==> src/quaternion_trs_matrix_build_core_assert.svh <==
// ----------------------------------------------------------------------------
// quaternion trs matrix build assertion macros
// concurrent checks clocked on clk, off while arst_n is low
// ----------------------------------------------------------------------------
`ifndef QUATERNION_TRS_MATRIX_BUILD_CORE_ASSERT_SVH
`define QUATERNION_TRS_MATRIX_BUILD_CORE_ASSERT_SVH

// same-cycle implication
`define QTMB_ASSERT_NOW(lbl, pre, post, msg) \
	lbl: assert property (@(posedge clk) disable iff (!arst_n) (pre) |-> (post)) \
		else $error(msg);

// next-cycle implication
`define QTMB_ASSERT_NEXT(lbl, pre, post, msg) \
	lbl: assert property (@(posedge clk) disable iff (!arst_n) (pre) |=> (post)) \
		else $error(msg);

`endif

==> src/qtmb_pkg.sv <==
// ----------------------------------------------------------------------------
// qtmb_pkg
// shared constants for the scale-rotate-translate matrix builder
// ----------------------------------------------------------------------------
package qtmb_pkg;

	localparam int QUAT_BITS_DEF  = 16;
	localparam int SCALE_BITS_DEF = 24;
	localparam int MOVE_BITS      = 32;
	localparam int LIMIT_BITS     = 32;
	localparam logic [LIMIT_BITS-1:0] LIMIT_RESET = 32'd4;
	localparam int QE_MAX         = 30;
	localparam int NORM_W         = 64;
	localparam int DEN_W          = 32;
	localparam int QUOT_W         = DEN_W + 1;
	localparam int NUM_ENT        = 9;
	localparam int AXES           = 3;

endpackage

==> src/qtmb_recip_pipe.sv <==
// ----------------------------------------------------------------------------
// qtmb_recip_pipe
// pipelined restoring divider giving floor(2^63 / d) for d in [2^31, 2^32),
// one quotient bit per stage, side data travelling alongside
// ----------------------------------------------------------------------------
module qtmb_recip_pipe #(
	parameter int SIDE_W = 8
) (
	input  logic                        clk,
	input  logic                        arst_n,
	input  logic                        in_valid,
	output logic                        in_ready,
	input  logic [qtmb_pkg::DEN_W-1:0]  in_den,
	input  logic [SIDE_W-1:0]           in_side,
	output logic                        out_valid,
	input  logic                        out_ready,
	output logic [qtmb_pkg::QUOT_W-1:0] out_quot,
	output logic [SIDE_W-1:0]           out_side
);
	import qtmb_pkg::*;

	`include "quaternion_trs_matrix_build_core_assert.svh"

	localparam int STAGES = QUOT_W;
	localparam int LAST   = STAGES - 1;
	localparam logic [QUOT_W-1:0] REM_INIT = {2'b01, {(DEN_W-1){1'b0}}};
	localparam logic [DEN_W-1:0]  DEN_HALF = {1'b1, {(DEN_W-1){1'b0}}};

	logic [QUOT_W-1:0] rem_s  [STAGES];
	logic [DEN_W-1:0]  den_s  [STAGES];
	logic [QUOT_W-1:0] quo_s  [STAGES];
	logic [SIDE_W-1:0] side_s [STAGES];
	logic [STAGES-1:0] vld_s;
	logic [STAGES-1:0] rdy;

	for (genvar k = 0; k < STAGES; k++) begin : g_stage
		logic [QUOT_W-1:0] r_in;
		logic [QUOT_W-1:0] r_sub;
		logic [DEN_W-1:0]  d_in;
		logic [QUOT_W-1:0] q_in;
		logic [SIDE_W-1:0] sd_in;
		logic              v_in;
		logic              ge;

		if (k == 0) begin : g_first
			assign r_in  = REM_INIT;
			assign d_in  = in_den;
			assign q_in  = '0;
			assign sd_in = in_side;
			assign v_in  = in_valid;
		end else begin : g_next
			assign r_in  = {rem_s[k-1][QUOT_W-2:0], 1'b0};
			assign d_in  = den_s[k-1];
			assign q_in  = quo_s[k-1];
			assign sd_in = side_s[k-1];
			assign v_in  = vld_s[k-1];
		end

		if (k == LAST) begin : g_last
			assign rdy[k] = !vld_s[k] || out_ready;
		end else begin : g_mid
			assign rdy[k] = !vld_s[k] || rdy[k+1];
		end

		assign ge    = r_in >= QUOT_W'(d_in);
		assign r_sub = r_in - QUOT_W'(d_in);

		always_ff @(posedge clk or negedge arst_n) begin
			if (!arst_n) begin
				vld_s[k] <= 1'b0;
			end else if (rdy[k]) begin
				vld_s[k] <= v_in;
			end
		end

		always_ff @(posedge clk) begin
			if (rdy[k] && v_in) begin
				rem_s[k]  <= ge ? r_sub : r_in;
				den_s[k]  <= d_in;
				quo_s[k]  <= {q_in[QUOT_W-2:0], ge};
				side_s[k] <= sd_in;
			end
		end
	end

	assign in_ready  = rdy[0];
	assign out_valid = vld_s[LAST];
	assign out_quot  = quo_s[LAST];
	assign out_side  = side_s[LAST];

	`QTMB_ASSERT_NOW(a_rem_bound, vld_s[LAST] && den_s[LAST][DEN_W-1],
		rem_s[LAST] < QUOT_W'(den_s[LAST]), "remainder not below divisor")
	`QTMB_ASSERT_NOW(a_quot_top, out_valid && out_quot[QUOT_W-1] && den_s[LAST][DEN_W-1],
		out_quot[QUOT_W-2:0] == '0, "quotient above 2^32")
	`QTMB_ASSERT_NOW(a_first_bit, vld_s[0] && den_s[0][DEN_W-1],
		quo_s[0][0] == (den_s[0] == DEN_HALF), "leading quotient bit wrong")

endmodule

==> config.mk <==
export PLATFORM = sky130hd
export DESIGN_NAME = qtmb_recip_pipe
export DESIGN_NICKNAME = d
export VERILOG_FILES = /design/src/qtmb_pkg.sv /design/src/qtmb_recip_pipe.sv
export VERILOG_INCLUDE_DIRS = /design/src /design/src/src
export SDC_FILE = /design/constraint.sdc
export NUM_CORES = 2
export LEC_CHECK = 0
export BUFFER_PORTS_ARGS = -buffer_cell sky130_fd_sc_hd__buf_4
export CAP_MARGIN = 0
export CELL_PAD_IN_SITES_DETAIL_PLACEMENT = 1
export CELL_PAD_IN_SITES_GLOBAL_PLACEMENT = 1
export CORE_ASPECT_RATIO = 1.25
export CORE_MARGIN = 5
export CORE_UTILIZATION = 45
export DETAILED_ROUTE_END_ITERATION = 10
export GPL_ROUTABILITY_DRIVEN = 0
export PLACE_DENSITY_LB_ADDON = 0.3
export SYNTH_ARGS = -nofsm -noshare
export SYNTH_HDL_FRONTEND = slang
export SYNTH_SLANG_ARGS = --single-unit
==> constraint.sdc <==
create_clock -name clk -period 23.2 [get_ports clk]
set_input_delay 6.96 -clock clk [delete_from_list [all_inputs] [get_ports clk]]
set_output_delay 6.96 -clock clk [all_outputs]
set_load 0.03 [all_outputs]
==> impl.org <==
** Run status
- The run finished with clean final reports.

** Placement
- The wire-length estimate of the detail-placed layout is about 300000 microns.
- The count of buffers added on input and output ports is 86.
- Post-Place Worst Slack :: around 6.6 ns

** Floorplan
- The initial utilization of the core area, before any placement, comes to between 40 and 50%.
- Die Area :: 348000 sq um
- # rows :: 238
- Boundary pin count :: 87
- Core area :: between 300000 and 400000 sq um
- The die is between 600 and 700 microns tall.
- The die is between 500 and 600 microns wide.

** Final layout
- Final #Nets :: 14032
- Filler cell count in the final layout :: 34870
- Ratio of cells with drive above 1 in the final layout :: under 10%
- Core occupancy in the finished layout :: 50.0%
- Relative to the synthesized area, the layout overhead comes to 10.9%.

** Pwr
- Leakage Power :: ~0.067 uW
- The internal power of the cells totals roughly 15000 uW.
- Total power divided by cell area :: ~140 nW/um^2
- Net switching component of the power :: between 8000 and 9000 uW
- Net switching is 37.7% of the power.
- Proportion of power drawn by the clock network :: roughly a fifth
- Worst vdd ir :: 0.0706 mV
- Seq pwr share :: between 30% and 40%
- Power Total :: 23600 uW
- Per report_power, the combinational group accounts for between 40% and 50% of the total.

** Global route
- Vias in the first global route :: roughly 110k
- First-pass GRT wire length :: just over 600000 microns
- Gr ovfl total :: 0
- Antenna violations before repair :: 6
- Maximum number of pins on one net before global-route repair :: 90
- GR Util All Layers :: approximately 22%

** Timing
- Final Worst Setup Slack :: between 6 and 7 ns
- Worst Skew :: between 0.08 and 0.09 ns
- Crit path time final :: around 17 ns
- Of the available clock period, the critical path in the final layout requires between 70% and 80%.
- Measured against its own limit, the worst slew margin works out to a little under a fifth.
- Max Fclk :: slightly above 0.06 GHz
- RSZ-0062 raised after global routing :: no
- Final hold analysis gives a worst-case slack of roughly 0.37 ns.
- Setup-violating endpoint count in the final report :: 0
- For the final routed database, the setup TNS stands at 0 ns.
- Transition time at the pin with the least slew margin :: roughly 1.2 ns
- The hold violation count in the final report was 0.
- Final-report max-slew violation count :: 0

** Critical path
- The worst register-to-register path has a depth of 13.
- The endpoint identified for the worst register-to-register timing path is rem_s[0][1043].
- The worst setup path is of the input pin to output pin kind.
- STA classifies the critical path startpoint as an input pin.
- The critical path goes through buf_4 > nand4b_1 > nor2_1 > and3_1 > nand3_1 > nor2_1 > and3_1 > nand3_1 > buf_4.
- Master of the slowest instance on the critical path :: sky130_fd_sc_hd__nor2_1
- The startpoint identified for the worst register-to-register timing path is den_s[0][961].
- CP Max Fanout :: 5
- For the worst setup path, the data arrival time is between 9 and 10 ns.
- Largest stage delay on the critical path :: 0.42 ns
- Worst R2R Setup Slack :: about 18 ns
- STA puts the critical path data required time at 16.24 ns.
- Critical path capture point type :: output pin

** Yosys
- Fraction of registers with async set/reset :: between 1 and 1.5%
- The Yosys step of the flow raised 0 warnings.
- Yosys mapped a number of flops with a built-in enable equal to roughly 2900.
- Average cell area after synthesis :: ~12 sq um
- Yosys reg bits :: approximately 2900
- The netlist uses between 90 and 100 different library cells.
- Most frequently used flop master after synthesis :: sky130_fd_sc_hd__edfxtp_1
- Of the synthesized area, sequential elements account for 57.6%.
- Counting every net in the synthesized netlist gives about 14000.
- In this run the cell area of the synthesized design comes to roughly 150000 sq um.
- Synthesis produced a netlist whose cell count is between 10000 and 15000.

** Clock network
- # resized after CTS :: 0
- CTS H-Tree Depth :: 5
- The clock drives approximately 2900 sinks.
- Clock input transition at the sequential cells of the worst setup and hold paths :: roughly 0.060 ns
- Hold bufs inserted after CTS :: 0
- TritonCTS created 307 clock buffers.
- Buffers added to address setup during post-CTS repair amount to 0.
- Maximum buffer depth of the clock tree :: 4
- CTS placed an instance of sky130_fd_sc_hd__clkbuf_16 at the clock tree root.
- TritonCTS built the clock tree.
- Clock latency of the later-clocked register in the worst-skew pair :: 0.96 ns

** Flow run
- Max cap viols :: 0

** Drt
- Summed over all layers, the routed wires come to 399000 microns.
- The count of nets left with antenna violations once routing finished came out at 0.
- After detailed routing, the average wire length per cell comes to ~23 microns.
- Drt first-iter violations :: 6486
- Total DRC errors in the routed layout :: 0
- After detailed routing, the number of vias per cell comes to approximately 5.7.
- Across all layers, the routed design uses 100228 vias.
- Number of detailed-routing iterations run before antenna repair :: 7

** Hold path
- Hold worst-path end :: quo_s[1][105]
- Startpoint of the tightest hold check path :: quo_s[1][71]
- Class of the most critical hold timing path :: flip-flop to flip-flop
- The worst hold path was traced through 0 stages.
synthesized netlist by cell type (all sizes together), types with 174 or more instances:
library cell	count	area share, %
a21o	422	2.1
xor2	314	1.8
xnor2	476	2.8
o21a	184	0.91
nor3	176	0.58
edfxtp	2873	57
mux2	356	2.7
inv	1317	3.3
nor2	723	1.8
ha	1024	8.5
nand2b	211	0.87
o21ai	826	2.7
a21oi	890	3.0
nand2	845	2.1
nand3	174	0.58
worst max-delay path by stage:
stage	end	start	cells past startpoint
2_1_floorplan	in_ready	out_ready	7
3_3_place_gp	in_ready	out_ready	9
3_5_place_dp	in_ready	out_ready	9
4_1_cts	in_ready	out_ready	9
5_1_grt	in_ready	out_ready	9
6_report	in_ready	out_ready	9
per-stage QoR:
stage | instance area (sq um) | instances
5_1_grt | 168000 | 17629
4_1_cts | 168000 | 17628
3_3_place_gp | 157000 | 17063
6_report | 168000 | 17629
2_1_floorplan | 151000 | 12665
3_5_place_dp | 157000 | 17064
layout by cell type, fill, tap and decap left out, drive strengths merged, types with 106 or more instances in the layout:
cell type | netlist | routed
a21o | 422 | 422
nor3 | 176 | 176
ha | 1024 | 1024
nor2 | 723 | 723
nand3 | 174 | 174
a211oi | 106 | 106
nand4 | 137 | 137
o21a | 184 | 184
mux2 | 356 | 356
o21bai | 110 | 110
buf | 66 | 158
edfxtp | 2873 | 2873
clkinv | 0 | 116
nand2b | 211 | 211
clkbuf | 133 | 368
nand2 | 845 | 845
a21oi | 890 | 890
xnor2 | 476 | 476
inv | 1317 | 1339
xor2 | 314 | 314
o21ai | 826 | 826
nor2b | 139 | 139
flip-flops by register name, indices dropped and copies added (netlist names):
| register | count |
|---|---|
| rem_s | 1024 |
| side_s | 264 |
| out_valid | 1 |
| den_s | 1024 |
| g_stage.v_in | 32 |
| quo_s | 561 |
cell type report:
| cell class | count | area [sq um] | share of cell area (%) |
|---|---|---|---|
| repair buffers | 158 | 1180 | 0.706 |
| clock inverters | 196 | 2200 | 1.31 |
| inverters | 1317 | 4950 | 2.95 |
| multi-input cells | 8243 | 58600 | 35.0 |
| diodes | 1 | 2.50 | 0.00149 |
| well taps | 4440 | 5560 | 3.31 |
| clock buffers | 368 | 8090 | 4.82 |
| flip-flops and latches | 2906 | 87100 | 51.9 |
metal layers:
layer	vias to the layer above	track usage [%]	routed length (microns)
met5	-	0	0
met2	2154	42.2	212000
met4	0	11.2	22700
li1	47045	-	-
met1	50091	25.0	152000
met3	938	2.34	13400
power groups by stage:
| stage | Clock (uW) | Sequential (uW) | Combinational (uW) |
|---|---|---|---|
| floorplan | 0 | 8150 | 7420 |
| global placement | 0 | 8490 | 9490 |
| detailed placement | 0 | 8530 | 9990 |
| CTS | 5160 | 8450 | 10100 |
| global route | 5410 | 8530 | 11100 |
| finish | 5040 | 8430 | 10200 |
critical path: cells and delay by family:
family	cells	cell delay [ns]
simple gates	7	2.21
buf+inv	2	0.43
cell families after synthesis:
kind of cell | after synthesis | share of synthesized area, %
AOI/OAI and AO/OA | 3146 | 13.1
DFF | 2906 | 57.6
and+or+nand+nor | 2873 | 9.15
buffers and inverters | 1516 | 3.83
adders and majority gates | 1055 | 8.88
xor gates and xnor gates | 790 | 4.58
muxes | 379 | 2.85
Note: power is estimated with default switching activity, not from simulation.
